===== src/hdl/ep2cal_pkg.sv =====
// Package for the epoch seconds to calendar conversion unit.
// Holds the shared constants, step select codes, control/status structs and the month table.
// No dependencies.
`default_nettype none

package ep2cal_pkg;

    localparam int SecsPerDay = 86400;
    localparam int SecsPerHour = 3600;
    localparam int SecsPerMin = 60;

    localparam int RemW = 34;   // signed width of the adjusted time
    localparam int StepW = 25;  // widest step is one leap year of seconds

    localparam logic [16:0] ZONE_RESET = 17'd28800;
    localparam logic [11:0] FIRST_YEAR = 12'd1970;
    // Residues of 1970 modulo 4, 100 and 400 for the leap rule counters.
    localparam logic [1:0] FIRST_Y4 = 2'd2;
    localparam logic [6:0] FIRST_Y100 = 7'd70;
    localparam logic [8:0] FIRST_Y400 = 9'd370;

    localparam logic [2:0] STEP_YEAR = 3'd0;
    localparam logic [2:0] STEP_MONTH = 3'd1;
    localparam logic [2:0] STEP_DAY = 3'd2;
    localparam logic [2:0] STEP_HOUR = 3'd3;
    localparam logic [2:0] STEP_MIN = 3'd4;

    typedef struct packed {
        logic       ld_in;
        logic       ld_sum;
        logic       sub_en;
        logic [2:0] step_sel;
        logic       leap;
        logic [3:0] month;
    } t_alu_ctrl;

    typedef struct packed {
        logic       neg;
        logic       ge;
        logic [5:0] low6;
    } t_alu_stat;

    function automatic logic [StepW-1:0] month_secs(input logic [3:0] month, input logic leap);
        logic [StepW-1:0] secs;
        case (month)
            4'd4, 4'd6, 4'd9, 4'd11: secs = StepW'(30 * SecsPerDay);
            4'd2: secs = leap ? StepW'(29 * SecsPerDay) : StepW'(28 * SecsPerDay);
            default: secs = StepW'(31 * SecsPerDay);
        endcase
        return secs;
    endfunction

endpackage

`default_nettype wire


===== src/hdl/ep2cal_seq.sv =====
// Sequencer of the conversion: walks the shared unit through the year, month, day,
// hour and minute loops, keeps the calendar counters and registers the result.
// Depends on ep2cal_pkg.
`default_nettype none

module ep2cal_seq (
    input  wire                    i_clk,
    input  wire                    i_rst_n,
    input  wire                    i_start,
    input  ep2cal_pkg::t_alu_stat  i_stat,
    output ep2cal_pkg::t_alu_ctrl  o_ctrl,
    output logic                   o_busy,
    output logic                   o_valid,
    output logic [11:0]            o_year,
    output logic [3:0]             o_month,
    output logic [4:0]             o_day_of_month,
    output logic [4:0]             o_hour,
    output logic [5:0]             o_minute,
    output logic [5:0]             o_second_of_minute,
    output logic                   o_range_error
);

    localparam logic [2:0] ST_IDLE  = 3'd0;
    localparam logic [2:0] ST_SUM   = 3'd1;
    localparam logic [2:0] ST_CHK   = 3'd2;
    localparam logic [2:0] ST_YEAR  = 3'd3;
    localparam logic [2:0] ST_MONTH = 3'd4;
    localparam logic [2:0] ST_DAY   = 3'd5;
    localparam logic [2:0] ST_HOUR  = 3'd6;
    localparam logic [2:0] ST_MIN   = 3'd7;

    logic [2:0]  r_state, n_state;
    logic [11:0] r_year;
    logic [1:0]  r_y4;
    logic [6:0]  r_y100;
    logic [8:0]  r_y400;
    logic [3:0]  r_month;
    logic [4:0]  r_day;
    logic [4:0]  r_hour;
    logic [5:0]  r_min;
    logic        r_valid;
    logic [11:0] r_o_year;
    logic [3:0]  r_o_month;
    logic [4:0]  r_o_day;
    logic [4:0]  r_o_hour;
    logic [5:0]  r_o_min;
    logic [5:0]  r_o_sec;
    logic        r_o_err;

    logic accept;
    logic leap;
    logic take;
    logic done_ok;
    logic done_err;

    assign accept = i_start & (r_state == ST_IDLE);
    assign leap = (r_y4 == 2'd0) & ((r_y100 != 7'd0) | (r_y400 == 9'd0));
    // A step is taken while the remainder still covers it; December never subtracts.
    assign take = i_stat.ge & ~((r_state == ST_MONTH) & (r_month == 4'd12));
    assign done_ok = (r_state == ST_MIN) & ~i_stat.ge;
    assign done_err = (r_state == ST_CHK) & i_stat.neg;

    always_comb begin
        o_ctrl.ld_in = accept;
        o_ctrl.ld_sum = (r_state == ST_SUM);
        o_ctrl.sub_en = 1'b0;
        o_ctrl.step_sel = ep2cal_pkg::STEP_YEAR;
        o_ctrl.leap = leap;
        o_ctrl.month = r_month;
        n_state = r_state;
        case (r_state)
            ST_IDLE: begin
                if (i_start) n_state = ST_SUM;
            end
            ST_SUM: n_state = ST_CHK;
            ST_CHK: n_state = i_stat.neg ? ST_IDLE : ST_YEAR;
            ST_YEAR: begin
                o_ctrl.step_sel = ep2cal_pkg::STEP_YEAR;
                o_ctrl.sub_en = take;
                if (!take) n_state = ST_MONTH;
            end
            ST_MONTH: begin
                o_ctrl.step_sel = ep2cal_pkg::STEP_MONTH;
                o_ctrl.sub_en = take;
                if (!take) n_state = ST_DAY;
            end
            ST_DAY: begin
                o_ctrl.step_sel = ep2cal_pkg::STEP_DAY;
                o_ctrl.sub_en = take;
                if (!take) n_state = ST_HOUR;
            end
            ST_HOUR: begin
                o_ctrl.step_sel = ep2cal_pkg::STEP_HOUR;
                o_ctrl.sub_en = take;
                if (!take) n_state = ST_MIN;
            end
            ST_MIN: begin
                o_ctrl.step_sel = ep2cal_pkg::STEP_MIN;
                o_ctrl.sub_en = take;
                if (!take) n_state = ST_IDLE;
            end
            default: n_state = ST_IDLE;
        endcase
    end

    always_ff @(posedge i_clk) begin
        if (!i_rst_n) begin
            r_state <= ST_IDLE;
            r_valid <= 1'b0;
        end else begin
            r_state <= n_state;
            r_valid <= done_ok | done_err;
        end
    end

    always_ff @(posedge i_clk) begin
        if (accept) begin
            r_year <= ep2cal_pkg::FIRST_YEAR;
            r_y4 <= ep2cal_pkg::FIRST_Y4;
            r_y100 <= ep2cal_pkg::FIRST_Y100;
            r_y400 <= ep2cal_pkg::FIRST_Y400;
            r_month <= 4'd1;
            r_day <= 5'd1;
            r_hour <= 5'd0;
            r_min <= 6'd0;
        end else if (take) begin
            case (r_state)
                ST_YEAR: begin
                    r_year <= r_year + 12'd1;
                    r_y4 <= r_y4 + 2'd1;
                    r_y100 <= (r_y100 == 7'd99) ? 7'd0 : r_y100 + 7'd1;
                    r_y400 <= (r_y400 == 9'd399) ? 9'd0 : r_y400 + 9'd1;
                end
                ST_MONTH: r_month <= r_month + 4'd1;
                ST_DAY:   r_day <= r_day + 5'd1;
                ST_HOUR:  r_hour <= r_hour + 5'd1;
                ST_MIN:   r_min <= r_min + 6'd1;
                default: begin
                    r_year <= r_year;
                end
            endcase
        end
    end

    always_ff @(posedge i_clk) begin
        if (done_err) begin
            r_o_year <= 12'd0;
            r_o_month <= 4'd0;
            r_o_day <= 5'd0;
            r_o_hour <= 5'd0;
            r_o_min <= 6'd0;
            r_o_sec <= 6'd0;
            r_o_err <= 1'b1;
        end else if (done_ok) begin
            r_o_year <= r_year;
            r_o_month <= r_month;
            r_o_day <= r_day;
            r_o_hour <= r_hour;
            r_o_min <= r_min;
            r_o_sec <= i_stat.low6;
            r_o_err <= 1'b0;
        end
    end

    assign o_busy = (r_state != ST_IDLE);
    assign o_valid = r_valid;
    assign o_year = r_o_year;
    assign o_month = r_o_month;
    assign o_day_of_month = r_o_day;
    assign o_hour = r_o_hour;
    assign o_minute = r_o_min;
    assign o_second_of_minute = r_o_sec;
    assign o_range_error = r_o_err;

endmodule

`default_nettype wire


===== config.mk =====
export PLATFORM = sky130hd
export DESIGN_NAME = ep2cal_seq
export DESIGN_NICKNAME = d
export VERILOG_FILES = /design/src/hdl/ep2cal_pkg.sv /design/src/hdl/ep2cal_seq.sv
export SDC_FILE = /design/constraint.sdc
export NUM_CORES = 1
export LEC_CHECK = 0
export BUFFER_PORTS_ARGS = -buffer_cell sky130_fd_sc_hd__buf_2
export CAP_MARGIN = 25
export CORE_MARGIN = 10
export CORE_UTILIZATION = 46
export DETAILED_ROUTE_END_ITERATION = 8
export GPL_ROUTABILITY_DRIVEN = 0
export PLACE_DENSITY = 0.69
export SLEW_MARGIN = 20
export SYNTH_ARGS = -nofsm -noshare
export SYNTH_HDL_FRONTEND = slang
export SYNTH_SLANG_ARGS = --single-unit

===== constraint.sdc =====
create_clock -name i_clk -period 5 [get_ports i_clk]
set_input_delay 0.25 -clock i_clk [delete_from_list [all_inputs] [get_ports i_clk]]
set_output_delay 0.25 -clock i_clk [all_outputs]
set_load 0.005 [all_outputs]

==> results.ini <==
[final_layout]
areaGrowthSynthToFinish_pct = 14.7
num_antenna_cells = 0
finalInstanceArea_mm2 = 0.00445
layout-drive-gt1-share = 0.163
fillCellCount = 781
multi_input_area_mm2 = 0.00185
finalNetCount = 539
register_area_mm2 = 0.00186
final_util = 0.542

[global_routing]
grt_max_degree = 40
groute.layer.met3.usage = 0.0333
grt_pass1_vias = 3077
busiest_layer = met2
grt_usage = 0.135
grt_pass1_wl_mm = 14.4
antenna_found_initial = 0
overflow = 0
use_met2 = 0.230
grt_util_met1 = 0.158

[floorplan]
initial_utilization = 0.472
die_area_mm2 = 0.0125
row_count = 33
dieWidth_um = 112
dieHeight_um = 112
io_pins = 63
core_area_mm2 = 0.00822

[timing]
clock_skew_ns = 0.0111
finalCritPeriodShare = 0.549
rsz0062_at_grt = false
fmaxAchievable_mhz = 364
worstMarginPinSlew_ns = 0.964
finalSetupViolCount = 0
drv_slew = 0
final_hold_viol_count = 0
fin_setup_tns_ns = 0
whs_ns = 0.130
relSlewSlack = 0.354
period_minus_slack_ns = 2.74

[power_and_ir_drop]
vdd_drop_max_mv = 0.150
powerDensity_mw_per_mm2 = 310
p_leak_nw = 1.88

[route]
vias = 3225
first_pass_iters = 5
vias_per_cell = 5.15
dr.first_iter.drc_count = 200
drc = 0
routed_wl_mm = 8.53
final_antenna_net_count = 0
routedWlPerCell_um = 13.6

[setup_path]
cp-startpoint = r_state[1]
crit_arrival_ns = 2.49
rr_worst_depth = 4
crit_end = o_ctrl[10]
crit_chain = nor3_1 -> nand2_1 -> inv_2 -> buf_2
max_stage_delay_ns = 0.73
r2r_slack_ns = 2.54
slowest_stage = dfxtp_1
crit_path_max_fanout = 25
worstSetupEndpointType = output pin
startpoint_type = flop
rr_startpoint = r_state[1]
timing.rr.end = r_y400[6]
worstPathRequired_ns = 4.75
crit_type = flop to output pin

[outcome]
status = finished clean

[placement]
place_area_mm2 = 0.00423
dp_hpwl_mm = 6.00
port_buffers = 62

[yosys]
ys_types = 39
syn_area_mm2 = 0.00388
syn_inst = 470
syn_nets = 492
synth_edf_count = 0
ys.warnings.count = 0
synth_ff_type = dfxtp_1
async_flop_share = 0
avgSynthCellArea_um2 = 8.26
synth-seq-area-share = 0.480
synth-seq-cells = 93

[clock_tree]
ctsHtreeMaxLevel = 3
clock-root-buffer = clkbuf_8
worstSkewPairLatency_ns = 0.35
hold_buffers = 0
clockBufferDepth = 2
clkSinkCount = 93
cts-buffers-inserted = 9
postCtsSetupBuffers = 0
cts-resized-gates = 0
cts_tree = built
clkTransAtPathRegs_ns = 0.09

[run]
max-cap-violations = 0

[hold_path]
min_path_type = input pin to flop

[per-stage QoR]
stage / worst slack, ns / cells / total power [W]
floorplan: 3.31 / 470 / 0.000820
global placement: 2.67 / 611 / 0.000840
detailed placement: 2.58 / 611 / 0.000842
CTS: 2.22 / 626 / 0.00139
global route: 2.01 / 626 / 0.00143
finish: 2.26 / 626 / 0.00138
[layout by cell type, fill, tap and decap left out, drive strengths merged, types with 3 or more instances in the layout]
| cell | count |
|---|---|
| nand2 | 117 |
| dfxtp | 93 |
| buf | 65 |
| a21oi | 49 |
| nor2 | 25 |
| nand3 | 20 |
| xor2 | 17 |
| nand4 | 16 |
| inv | 15 |
| xnor2 | 12 |
| o21ai | 12 |
| ha | 11 |
| clkbuf | 10 |
| nor3 | 7 |
| and3 | 5 |
| mux2i | 4 |
| or3 | 4 |
| and2 | 3 |
| nor4 | 3 |
| and4b | 3 |
| o211ai | 3 |
[final cells by class]
cell class                 instances  area share
clock inverter                     5      0.0188
timing repair buffer              65      0.0748
clock buffer                      10      0.0309
tap                              105      0.0295
sequential                        93       0.418
multi-input combinational        334       0.416
inverter                          14      0.0118
[metal layers]
metal  share of wire  wire [µm]
met4           0.016        136
met1            0.46       3950
met5               0          0
met3           0.054        457
met2            0.47       3980
[power breakdown]
part,switching (W),internal (W)
sequential,0.0000134,0.000748
combinational,0.0000398,0.0000221
clock,0.000261,0.000295
total,0.000314,0.00106
[flip-flops by register name, indices dropped and copies added (netlist names)]
register / flops
o_year: 12
r_year: 12
r_y400: 9
r_y100: 7
o_minute: 6
o_second_of_minute: 6
r_min: 6
o_day_of_month: 5
o_hour: 5
r_day: 5
r_hour: 5
o_month: 4
r_month: 4
r_state: 3
r_y4: 2
o_range_error: 1
o_valid: 1
[how the worst min path moves through the flow]
| stage | from | endpoint | slack [ns] | cells after the start |
|---|---|---|---|---|
| detailed placement | o_second_of_minute[2] | o_second_of_minute[2] | 0.44 | 2 |
| global route | i_stat[2] | o_second_of_minute[2] | 0.14 | 3 |
| global placement | o_range_error | o_range_error | 0.43 | 1 |
| CTS | i_stat[4] | o_second_of_minute[4] | 0.12 | 3 |
| floorplan | i_rst_n | o_valid | 0.37 | 1 |
| finish | i_stat[4] | o_second_of_minute[4] | 0.13 | 3 |
[synthesized netlist by cell type, types with 3 or more instances]
| cell type | number | area share |
|---|---|---|
| dfxtp_1 | 93 | 0.48 |
| xor2_1 | 17 | 0.038 |
| nand4_1 | 16 | 0.026 |
| ha_1 | 11 | 0.035 |
| and4b_1 | 3 | 0.0077 |
| or3_1 | 3 | 0.0048 |
| inv_1 | 13 | 0.013 |
| nor2_1 | 25 | 0.024 |
| buf_2 | 4 | 0.0052 |
| and2_1 | 3 | 0.0048 |
| and3_1 | 5 | 0.0081 |
| a21oi_1 | 49 | 0.063 |
| xnor2_1 | 12 | 0.027 |
| nand2_1 | 117 | 0.11 |
| clkbuf_1 | 23 | 0.022 |
| nand3_1 | 20 | 0.026 |
| nor4_1 | 3 | 0.0048 |
| o21ai_1 | 6 | 0.0077 |
| nor3_1 | 7 | 0.0090 |
| mux2i_1 | 4 | 0.010 |
| o21ai_0 | 6 | 0.0077 |
| o211ai_1 | 3 | 0.0058 |
[logic make-up after synthesis]
logic type | share of synthesized area
AND/OR/NAND/NOR | 0.261
flip-flops | 0.480
XOR/XNOR | 0.0655
multiplexers | 0.0103
AO/OA/AOI/OAI | 0.103
adder cells (fa/ha/maj) | 0.0355
buffers and inverters | 0.0448
[critical path: cells and delay by family (launching register included)]
kind	cells	cell delay, ns
DFF	1	0.73
buffers and inverters	2	0.64
and+or+nand+nor	2	0.76
Note: power is estimated with default switching activity, not from simulation.
