**config.mk**
```make
export PLATFORM = sky130hd
export DESIGN_NAME = ep2cal_alu
export DESIGN_NICKNAME = d
export VERILOG_FILES = /design/src/hdl/ep2cal_pkg.sv /design/src/hdl/ep2cal_alu.sv
export SDC_FILE = /design/constraint.sdc
export NUM_CORES = 1
export LEC_CHECK = 0
export BUFFER_PORTS_ARGS = -buffer_cell sky130_fd_sc_hd__buf_2
export CAP_MARGIN = 10
export CORE_MARGIN = 2
export CORE_UTILIZATION = 35
export DETAILED_ROUTE_END_ITERATION = 7
export GPL_TIMING_DRIVEN = 0
export HOLD_SLACK_MARGIN = 0.03
export PLACE_DENSITY = 0.48
export SYNTH_ARGS = -nofsm -noshare
export SYNTH_HDL_FRONTEND = slang
export SYNTH_SLANG_ARGS = --single-unit
export TNS_END_PERCENT = 5
```
**constraint.sdc**
```tcl
create_clock -name i_clk -period 8.5 [get_ports i_clk]
set_input_delay 2.125 -clock i_clk [delete_from_list [all_inputs] [get_ports i_clk]]
set_output_delay 2.125 -clock i_clk [all_outputs]
set_load 0.02 [all_outputs]
```
**src/hdl/ep2cal_pkg.sv**
```systemverilog
// Package for the epoch seconds to calendar conversion unit.
// Holds the shared constants, step select codes, control/status structs and the month table.
// No dependencies.
`default_nettype none

package ep2cal_pkg;

    localparam int SecsPerDay = 86400;
    localparam int SecsPerHour = 3600;
    localparam int SecsPerMin = 60;

    localparam int RemW = 34;   // signed width of the adjusted time
    localparam int StepW = 25;  // widest step is one leap year of seconds

    localparam logic [16:0] ZONE_RESET = 17'd28800;
    localparam logic [11:0] FIRST_YEAR = 12'd1970;
    // Residues of 1970 modulo 4, 100 and 400 for the leap rule counters.
    localparam logic [1:0] FIRST_Y4 = 2'd2;
    localparam logic [6:0] FIRST_Y100 = 7'd70;
    localparam logic [8:0] FIRST_Y400 = 9'd370;

    localparam logic [2:0] STEP_YEAR = 3'd0;
    localparam logic [2:0] STEP_MONTH = 3'd1;
    localparam logic [2:0] STEP_DAY = 3'd2;
    localparam logic [2:0] STEP_HOUR = 3'd3;
    localparam logic [2:0] STEP_MIN = 3'd4;

    typedef struct packed {
        logic       ld_in;
        logic       ld_sum;
        logic       sub_en;
        logic [2:0] step_sel;
        logic       leap;
        logic [3:0] month;
    } t_alu_ctrl;

    typedef struct packed {
        logic       neg;
        logic       ge;
        logic [5:0] low6;
    } t_alu_stat;

    function automatic logic [StepW-1:0] month_secs(input logic [3:0] month, input logic leap);
        logic [StepW-1:0] secs;
        case (month)
            4'd4, 4'd6, 4'd9, 4'd11: secs = StepW'(30 * SecsPerDay);
            4'd2: secs = leap ? StepW'(29 * SecsPerDay) : StepW'(28 * SecsPerDay);
            default: secs = StepW'(31 * SecsPerDay);
        endcase
        return secs;
    endfunction

endpackage

`default_nettype wire

```
**src/hdl/ep2cal_alu.sv**
```systemverilog
// Remainder register with the shared compare/subtract unit of the conversion.
// Forms the adjusted time, then peels off years, months, days, hours and minutes.
// Depends on ep2cal_pkg.
`default_nettype none

module ep2cal_alu (
    input  wire                        i_clk,
    input  wire                        i_rst_n,
    input  ep2cal_pkg::t_alu_ctrl      i_ctrl,
    input  wire  [31:0]                i_epoch_seconds,
    input  wire  signed [15:0]         i_day_offset,
    input  wire  signed [16:0]         i_zone,
    output ep2cal_pkg::t_alu_stat      o_stat
);

    localparam int RW = ep2cal_pkg::RemW;
    localparam int SW = ep2cal_pkg::StepW;
    localparam logic signed [17:0] DAY_SECS = 18'sd86400;

    logic signed [RW-1:0] r_prod;
    logic signed [RW-1:0] r_base;
    logic signed [RW-1:0] r_rem;
    logic signed [RW-1:0] n_prod;
    logic signed [RW-1:0] n_base;
    logic [SW-1:0]        step;
    logic                 ge;

    assign n_prod = i_day_offset * DAY_SECS;
    assign n_base = $signed({2'b00, i_epoch_seconds}) + $signed({{17{i_zone[16]}}, i_zone});

    always_comb begin
        case (i_ctrl.step_sel)
            ep2cal_pkg::STEP_YEAR: begin
                step = i_ctrl.leap ? SW'(366 * ep2cal_pkg::SecsPerDay)
                                   : SW'(365 * ep2cal_pkg::SecsPerDay);
            end
            ep2cal_pkg::STEP_MONTH: step = ep2cal_pkg::month_secs(i_ctrl.month, i_ctrl.leap);
            ep2cal_pkg::STEP_DAY:   step = SW'(ep2cal_pkg::SecsPerDay);
            ep2cal_pkg::STEP_HOUR:  step = SW'(ep2cal_pkg::SecsPerHour);
            ep2cal_pkg::STEP_MIN:   step = SW'(ep2cal_pkg::SecsPerMin);
            default:                step = SW'(ep2cal_pkg::SecsPerMin);
        endcase
    end

    // Only the magnitude bits are compared; the sign has been checked before the loops run.
    assign ge = r_rem[RW-2:0] >= {{(RW-1-SW){1'b0}}, step};

    always_ff @(posedge i_clk) begin
        if (i_ctrl.ld_in) begin
            r_prod <= n_prod;
            r_base <= n_base;
        end
        if (i_ctrl.ld_sum) begin
            r_rem <= r_base + r_prod;
        end else if (i_ctrl.sub_en) begin
            r_rem <= r_rem - $signed({{(RW-SW){1'b0}}, step});
        end
    end

    assign o_stat.neg = r_rem[RW-1];
    assign o_stat.ge = ge & i_rst_n;
    assign o_stat.low6 = r_rem[5:0];

endmodule

`default_nettype wire

```
==> results.tsv, run 1 <==
stage	metric	value	unit
outcome	status	complete, no violations	
detailed_routing	top_layer	met4	
timing	period_share	95.6	%
global_route	overflow	0	
floorplanning	core	30400	µm²
final_layout	regArea	2850	µm²
setup_path	crit_fanout	6	
hold_path	holdPathStages	1	
final_layout	fill_cells	3159	
detailed_routing	detail_route.drc_violations	0	
detailed_routing	ant_nets	0	
clock_network	cts_root_buffer	clkbuf_16	
power	powerDensity	287	nW/µm²
setup_path	worstPathArrival	6.00	ns
timing	skew	0.00625	ns
yosys	synthCells	1164	
yosys	synth_edf_count	95	
yosys	synth_top_flop_cell	edfxtp_1	
global_route	grt_pass1_vias	8141	
detailed_routing	routedWlPerCell	14.7	µm
global_route	grt_pass1_wl	41100	µm
final_layout	area_growth	11.6	%
timing	layout_min_cycle_time	8.12	ns
timing	tns	0	ns
floorplanning	start_util	35.3	%
clock_network	clk_latency	0.36	ns
floorplanning	die-area	32100	µm²
clock_network	cts.sinks	95	
global_route	antenna_found_initial	1	
yosys	yosysWarningCount	0	
yosys	synthArstFlopShare	0	%
clock_network	hold_buffers	0	
timing	slew_headroom	42.2	%
global_route	grt.total_usage	16.1	%
placement	port_buffers	85	
hold_path	min_path_type	flip-flop to flip-flop	
floorplanning	rows	64	
final_layout	layout_commonest_cell	ha_1	
yosys	syn_nets	1448	
detailed_routing	firstDrtPassIters	4	
final_layout	layout_common_cells	ha_1, inv_1, edfxtp_1, a21oi_1, buf_2	
final_layout	layout.nets	1546	
detailed_routing	met2_length	11200	µm
detailed_routing	drt-met1-wl	12200	µm
detailed_routing	drt-initial-drc-count	380	
clock_network	numCtsBuffers	9	
timing	hold_viol_final	0	
timing	finalSetupViolCount	0	
clock_network	post_cts_buffers	0	
yosys	syn_avg_cell_area	9.23	µm²
detailed_routing	detail_route.vias_per_cell	4.95	
global_route	grt_max_degree	41	
yosys	synth_area	10700	µm²
clock_network	clkTransAtPathRegs	0.07	ns
final_layout	layout-drive-gt1-share	10.3	%
placement	dp_hpwl	20300	µm
placement	place_congestion	0.906	
yosys	ys_seq_elements	95	
setup_path	r2r_cells	10	
clock_network	cts_tree	built	
floorplanning	dieWidth	179	µm
power	peakVddDrop	0.133	mV
power	p_leak	0.00549	µW
floorplanning	pin_count	86	
timing	tightest_slew	0.867	ns
setup_path	critPathKind	input pin to output port	
timing	maxSlewViolCount	0	
yosys	ys_types	66	
yosys	seq_area_frac_synth	26.5	%
clock_network	htreeDepth	3	
clock_network	cts_resized	0	
detailed_routing	drt-total-wl	24500	µm
power	power	3440	µW
setup_path	end_kind	output port	
flow_run	max_cap_violations	0	
timing	rsz0062_at_grt	no	
clock_network	cts_max_path_buffers	2	
timing	clock.fmax	0.123	GHz
detailed_routing	vias	8232	
setup_path	cp-start-kind	input pin	
setup_path	worst_ep_required_time	6.38	ns
floorplanning	die_h	179	µm
detailed_routing	met3_length	746	µm
final_layout	multiInputGateArea	7210	µm²
cell type report:
type	instances	area share, %
Clock inverter	6	0.584
Multi-Input combinational cell	895	60.2
Sequential cell	95	23.8
Antenna cell	1	0.0209
Timing Repair Buffer	87	3.76
Inverter	147	4.60
Tap cell	396	4.13
Buffer	27	1.06
Clock buffer	9	1.88
stage by stage:
stage / instances / hold slack (ns) / utilization [%] / setup slack [ns] / cell area [µm²]
finish: 1663 / 0.538 / 39.4 / 0.376 / 12000
detailed placement: 1646 / 0.523 / 38.4 / 0.195 / 11700
CTS: 1661 / 0.541 / 39.4 / 0.174 / 12000
global route: 1662 / 0.563 / 39.4 / 0.132 / 12000
floorplan: 1164 / 0.500 / - / 1.16 / 10700
global placement: 1645 / 0.509 / 38.3 / 0.184 / 11700
path summary, 6_finish.rpt:
kind                                start        end  slack (ns)
worst max-delay path            i_ctrl[0]  o_stat[6]        0.38
worst min-delay path            r_base[1]   r_rem[1]        0.54
worst max register to register   r_rem[3]  r_rem[33]        5.36
worst min register to register  r_base[1]   r_rem[1]        0.54
worst max-delay path, cell delays in order:
cell and delay, ns:
buf_2 0.11, nor4b_1 0.67, clkbuf_2 0.27, a21oi_1 0.07, o21ai_0 0.14, nand2_1 0.14
ha_1 0.39, o21a_1 0.21, o21ai_0 0.14, a31oi_1 0.09, a221o_1 0.40, a31oi_2 0.31
a21oi_2 0.14, or3_4 0.38, a21oi_1 0.19, nor2b_1 0.06, buf_2 0.16
Yosys cell counts, types with 3 or more instances:
cell type / number / area (µm²)
a31oi_1: 11 / 68.8
nor3_1: 22 / 110
nand3_1: 36 / 180
o21ai_1: 7 / 35.0
and2_1: 5 / 31.3
nand4_1: 4 / 25.0
o31a_1: 4 / 35.0
inv_1: 147 / 552
nor2b_1: 14 / 87.6
buf_4: 7 / 52.6
a21oi_1: 88 / 440
or3_1: 4 / 25.0
o21a_1: 23 / 173
o22ai_1: 3 / 18.8
a21o_1: 52 / 390
o21bai_1: 11 / 82.6
xor2_1: 32 / 280
nand2b_1: 14 / 87.6
nor3b_1: 4 / 30.0
xnor2_1: 64 / 561
o221ai_1: 3 / 26.3
o211ai_1: 5 / 37.5
edfxtp_1: 95 / 2850
ha_1: 162 / 2030
nand2_1: 71 / 267
o21ai_0: 64 / 320
mux2i_1: 8 / 80.1
clkbuf_1: 19 / 71.3
a211oi_1: 9 / 67.6
or2_2: 7 / 43.8
nor2_1: 60 / 225
nor4_1: 4 / 25.0
a21boi_0: 3 / 22.5
and3_1: 12 / 75.1
o31ai_1: 7 / 52.6
fa_1: 44 / 881
layer usage:
layer  track usage [%]  up-vias
li1                  -     4318
met1              22.1     3802
met2              26.7       93
met3              2.21       19
met4              3.66        0
met5                 0        -
cell families (layout without fill, tap and decap cells):
logic type      after synthesis  in the layout  synth area share (%)
flops                        95             95                  26.5
other cells                   0              1                     0
fa+ha+maj                   206            206                  27.1
simple gates                268            268                  12.2
compound gates              316            316                  19.2
buf+inv                     174            276                  6.32
mux                           9              9                 0.850
xor+xnor                     96             96                  7.82
power breakdown:
group	internal [µW]	total, µW	leakage [µW]	switching [µW]
clock network	228	417	0.000134	189
registers	769	850	0.000946	81.2
logic	952	2170	0.00441	1220
state kept, by name (all words and copies together), names as in the netlist:
register,flops
r_base,34
r_prod,27
r_rem,34
No activity file was read; power rests on OpenSTA's default activity.
==> inputs of run 2 (changes only) <==
--- a/config.mk
+++ b/config.mk
@@ -12,6 +12,7 @@
 export DETAILED_ROUTE_END_ITERATION = 7
 export GPL_TIMING_DRIVEN = 0
 export HOLD_SLACK_MARGIN = 0.03
+export MAX_ROUTING_LAYER = met4
 export PLACE_DENSITY = 0.48
 export SYNTH_ARGS = -nofsm -noshare
 export SYNTH_HDL_FRONTEND = slang
==> results.tsv, run 2 (synthesized netlist as in run 1, its figures left out) <==
stage	metric	value	unit
outcome	status	complete, no violations	
clock_network	cts_tree	built	
timing	maxSlewViolCount	0	
timing	layout_min_cycle_time	7.93	ns
floorplanning	rows	64	
detailed_routing	detail_route.drc_violations	0	
global_route	grt_pass1_wl	40600	µm
placement	port_buffers	85	
timing	skew	0.00936	ns
final_layout	finalNonFillerCells	1662	
detailed_routing	ant_nets	0	
detailed_routing	drt-initial-drc-count	368	
final_layout	layout.nets	1545	
setup_path	worst_ep_required_time	6.38	ns
placement	dp_hpwl	20200	µm
timing	tightest_slew	0.848	ns
power	powerDensity	287	nW/µm²
timing	slew_headroom	43.5	%
timing	tns	0	ns
floorplanning	pin_count	86	
detailed_routing	drt-total-wl	24300	µm
clock_network	htreeDepth	3	
floorplanning	die-area	32100	µm²
timing	clock.fmax	0.126	GHz
floorplanning	die_h	179	µm
timing	period_share	93.3	%
power	p_leak	0.00549	µW
final_layout	area_growth	11.6	%
setup_path	reg2reg_slack	5.39	ns
global_route	overflow	0	
global_route	grt_max_degree	43	
global_route	grt_pass1_vias	8132	
detailed_routing	firstDrtPassIters	5	
clock_network	clkTransAtPathRegs	0.07	ns
clock_network	cts_max_path_buffers	2	
clock_network	cts_root_buffer	clkbuf_16	
setup_path	crit_fanout	8	
setup_path	cp-start-kind	input pin	
power	peakVddDrop	0.124	mV
clock_network	hold_buffers	0	
floorplanning	core	30400	µm²
final_layout	largestRegisters	r_base: 34 flops, r_rem: 34 flops, r_prod: 27 flops	
hold_path	min_path_type	flip-flop to flip-flop	
timing	finalSetupViolCount	0	
detailed_routing	routedWlPerCell	14.6	µm
detailed_routing	detail_route.vias_per_cell	4.96	
floorplanning	start_util	35.3	%
setup_path	worstPathArrival	5.81	ns
floorplanning	dieWidth	179	µm
final_layout	layout-drive-gt1-share	10.4	%
flow_run	max_cap_violations	0	
final_layout	layout_commonest_cell	ha_1	
placement	dp_cells	1646	
final_layout	layout_common_cells	ha_1, inv_1, edfxtp_1, a21oi_1, buf_2	
clock_network	cts.sinks	95	
setup_path	critPathKind	input pin to output port	
global_route	antenna_found_initial	1	
timing	hold_viol_final	0	
clock_network	numCtsBuffers	9	
detailed_routing	vias	8246	
clock_network	clk_latency	0.36	ns
setup_path	end_kind	output port	
timing	rsz0062_at_grt	no	
placement	place_congestion	0.911	
global_route	grt.total_usage	16.4	%
power	power	3440	µW
## run 2: path summary, 6_finish.rpt
path | from | endpoint | cells after the start
worst min-delay path | r_base[1] | r_rem[1] | 1
worst max-delay path | i_ctrl[0] | o_stat[6] | 17
worst min register to register | r_base[1] | r_rem[1] | 1
worst max register to register | r_rem[3] | r_rem[33] | 10
## run 2: final cells by class
class | count | area (µm²)
Tap cell | 396 | 495
Timing Repair Buffer | 86 | 445
Sequential cell | 95 | 2850
Clock inverter | 6 | 70.1
Clock buffer | 9 | 225
Multi-Input combinational cell | 895 | 7220
Buffer | 27 | 128
Antenna cell | 1 | 2.50
Inverter | 147 | 552
Fill cell | 3129 | 18400
## run 2: critical path: stages
cell and delay, ns:
buf_2 0.12, nor4b_2 0.60, nor2_1 0.15, a21oi_1 0.14, o21ai_0 0.08, nand2_1 0.16
ha_1 0.33, o21a_1 0.21, o21ai_0 0.14, a31oi_1 0.10, a221o_1 0.40, a31oi_2 0.32
a21oi_2 0.14, or3_4 0.38, a21oi_1 0.19, nor2b_1 0.06, buf_2 0.16
## run 2: power by group
group	internal [µW]	total (µW)	leakage [µW]	switching [µW]
Combinational	953	2170	0.00441	1220
Clock	228	415	0.000134	187
Sequential	769	851	0.000946	81.6
Total	1950	3440	0.00549	1490
## run 2: metrics by stage
step	instance area (µm²)	hold slack (ns)	util [%]	setup slack, ns
after floorplan	10700	0.500	-	1.16
after global placement	11700	0.509	38.3	0.175
after detailed placement	11700	0.514	38.4	0.175
after CTS	12000	0.532	39.4	0.158
after global routing	12000	0.557	39.4	0.187
final	12000	0.529	39.4	0.566
## run 2: what timing repair did
action / 4_1_cts / 5_1_grt
hold endpoints to repair: 0 / 0
buffers inserted: 0 / 0
resized for setup: 0 / 1
setup endpoints to repair: 0 / 1
## run 2: routing by layer
| layer | track usage (%) | up-vias | part of all wire [%] |
|---|---|---|---|
| li1 | - | 4325 | - |
| met1 | 21.9 | 3790 | 50 |
| met2 | 26.6 | 110 | 45 |
| met3 | 2.01 | 21 | 3.0 |
| met4 | 3.73 | 0 | 1.2 |
| met5 | - | - | 0 |
==> inputs of run 3 (changes only) <==
--- a/config.mk
+++ b/config.mk
@@ -13,7 +13,7 @@
 export GPL_TIMING_DRIVEN = 0
 export HOLD_SLACK_MARGIN = 0.03
 export MAX_ROUTING_LAYER = met4
-export PLACE_DENSITY = 0.48
+export PLACE_DENSITY_LB_ADDON = 0.3
 export SYNTH_ARGS = -nofsm -noshare
 export SYNTH_HDL_FRONTEND = slang
 export SYNTH_SLANG_ARGS = --single-unit
==> results.tsv, run 3 (synthesized netlist as in run 1, its figures left out) <==
stage	metric	value	unit
detailed_routing	detail_route.vias_per_cell	4.99	
power	combPwrFrac	63.3	%
final_layout	n_antenna_cell	0	
setup_path	timing.rr.start	r_rem[3]	
setup_path	worstPathArrival	5.78	ns
timing	rsz0062_at_grt	no	
floorplanning	pin_count	86	
timing	maxSlewViolCount	0	
global_route	antenna_found_initial	0	
clock_network	numCtsBuffers	9	
floorplanning	die_h	179	µm
timing	tightest_slew	0.795	ns
final_layout	largestRegisters	r_base: 34 flops, r_rem: 34 flops, r_prod: 27 flops	
power	p_switching	1460	µW
setup_path	cp-start-kind	input pin	
final_layout	layout_common_cells	ha_1, inv_1, edfxtp_1, a21oi_1, buf_2	
detailed_routing	routedWlPerCell	13.7	µm
setup_path	crit_fanout	8	
timing	holdWs	0.526	ns
hold_path	min_path_type	flip-flop to flip-flop	
clock_network	cts_root_buffer	clkbuf_16	
timing	period_share	93.0	%
clock_network	htreeDepth	3	
detailed_routing	vias	8287	
power	seqPwrFrac	25.1	%
flow_run	max_cap_violations	0	
timing	tns	0	ns
floorplanning	rows	64	
floorplanning	dieWidth	179	µm
floorplanning	start_util	35.3	%
final_layout	area_growth	11.4	%
floorplanning	core	30400	µm²
clock_network	cts_max_path_buffers	2	
detailed_routing	ant_nets	0	
setup_path	worstSetupStartpoint	i_ctrl[0]	
timing	skew	0.0108	ns
final_layout	layout-drive-gt1-share	10.3	%
detailed_routing	detail_route.drc_violations	0	
clock_network	clk_latency	0.35	ns
clock_network	cts_tree	built	
global_route	grt_pass1_vias	7965	
outcome	status	complete, no violations	
timing	layout_min_cycle_time	7.90	ns
global_route	grt_pass1_wl	38200	µm
power	powerDensity	283	nW/µm²
detailed_routing	drt-initial-drc-count	473	
setup_path	worst_ep_required_time	6.38	ns
power	intPower	1920	µW
global_route	grt_max_degree	35	
global_route	overflow	0	
power	p_leak	0.00549	µW
setup_path	crit_end	o_stat[6]	
clock_network	clkTransAtPathRegs	0.08	ns
placement	port_buffers	85	
setup_path	reg2reg_slack	5.43	ns
clock_network	cts.sinks	95	
setup_path	end_kind	output port	
setup_path	critPathKind	input pin to output port	
timing	clock.fmax	0.127	GHz
setup_path	r2r_cells	10	
timing	hold_viol_final	0	
timing	slew_headroom	47.0	%
detailed_routing	drt-total-wl	22800	µm
global_route	grt.total_usage	15.1	%
clock_network	hold_buffers	0	
setup_path	r2r-end	r_rem[33]	
final_layout	layout_commonest_cell	ha_1	
placement	dp_hpwl	19100	µm
placement	place_congestion	0.856	
final_layout	fill_cells	3110	
detailed_routing	firstDrtPassIters	5	
power	clkPwrFrac	11.6	%
power	swShare	43.1	%
timing	finalSetupViolCount	0	
floorplanning	die-area	32100	µm²
final_layout	layout.nets	1545	
power	peakVddDrop	0.142	mV
==> run 3: changes by cell type in the layout (fill, tap and decap cells not counted), sizes merged <==
cell      before  now
diode          1    0
clkbuf        28   29
clkinvlp       3    2
inv          148  150
bufinv         1    0
==> run 3: area by class of cell <==
| type | instances | area [µm²] | share of cell area (%) |
|---|---|---|---|
| plain buffers | 27 | 128 | 1.07 |
| clock buffers | 10 | 229 | 1.91 |
| clock inverters | 6 | 52.6 | 0.439 |
| inverters | 147 | 552 | 4.61 |
| multi-input cells | 895 | 7220 | 60.3 |
| flip-flops and latches | 95 | 2850 | 23.8 |
| well taps | 396 | 495 | 4.14 |
| repair buffers | 86 | 445 | 3.72 |
==> run 3: repair_timing <==
action,in CTS,in global routing
gates resized for setup,0,1
buffers inserted,0,0
setup endpoints to repair,0,1
==> run 3: per-stage QoR <==
stage          area (µm²)  total power, µW  utilization [%]  cells  worst slack (ns)
4_1_cts             12000             3400             39.3   1662             0.214
5_1_grt             12000             3730             39.4   1662             0.313
2_1_floorplan       10700             2540                -   1164              1.16
3_3_place_gp        11700             2970             38.3   1645             0.262
6_report            12000             3380             39.4   1662             0.599
3_5_place_dp        11700             2990             38.4   1646             0.210
==> run 3: worst min path at each step <==
| stage | from | to | slack (ns) | cells past startpoint |
|---|---|---|---|---|
| 4_1_cts | r_base[1] | r_rem[1] | 0.53 | 1 |
| 2_1_floorplan | r_base[2] | r_rem[2] | 0.50 | 2 |
| 6_report | r_base[1] | r_rem[1] | 0.53 | 1 |
| 3_3_place_gp | r_base[0] | r_rem[0] | 0.51 | 1 |
| 3_5_place_dp | r_base[1] | r_rem[1] | 0.51 | 1 |
| 5_1_grt | r_base[2] | r_rem[2] | 0.56 | 2 |
==> run 3: per-layer routing <==
| layer | GRT usage [%] | vias up | wire length, µm |
|---|---|---|---|
| met5 | - | - | 0 |
| met4 | 3.36 | 0 | 272 |
| met2 | 25.2 | 137 | 10800 |
| li1 | - | 4329 | - |
| met1 | 19.9 | 3805 | 10900 |
| met3 | 1.59 | 16 | 739 |
==> run 3: critical path, cell delays in order <==
cell     delay [ns]
buf_2          0.12
nor4b_2        0.63
nor2_1         0.15
a21oi_1        0.14
o21ai_0        0.08
nand2_1        0.15
ha_1           0.32
o21a_1         0.21
o21ai_0        0.14
a31oi_1        0.10
a221o_1        0.40
a31oi_2        0.30
a21oi_2        0.13
or3_4          0.37
a21oi_1        0.19
nor2b_1        0.07
buf_2          0.16
==> run 3: power by group through the flow <==
stage / Sequential (µW) / Clock [µW] / Combinational (µW)
6_report: 850 / 391 / 2140
4_1_cts: 852 / 399 / 2150
5_1_grt: 868 / 420 / 2440
3_3_place_gp: 860 / 0 / 2110
3_5_place_dp: 860 / 0 / 2130
2_1_floorplan: 825 / 0 / 1720
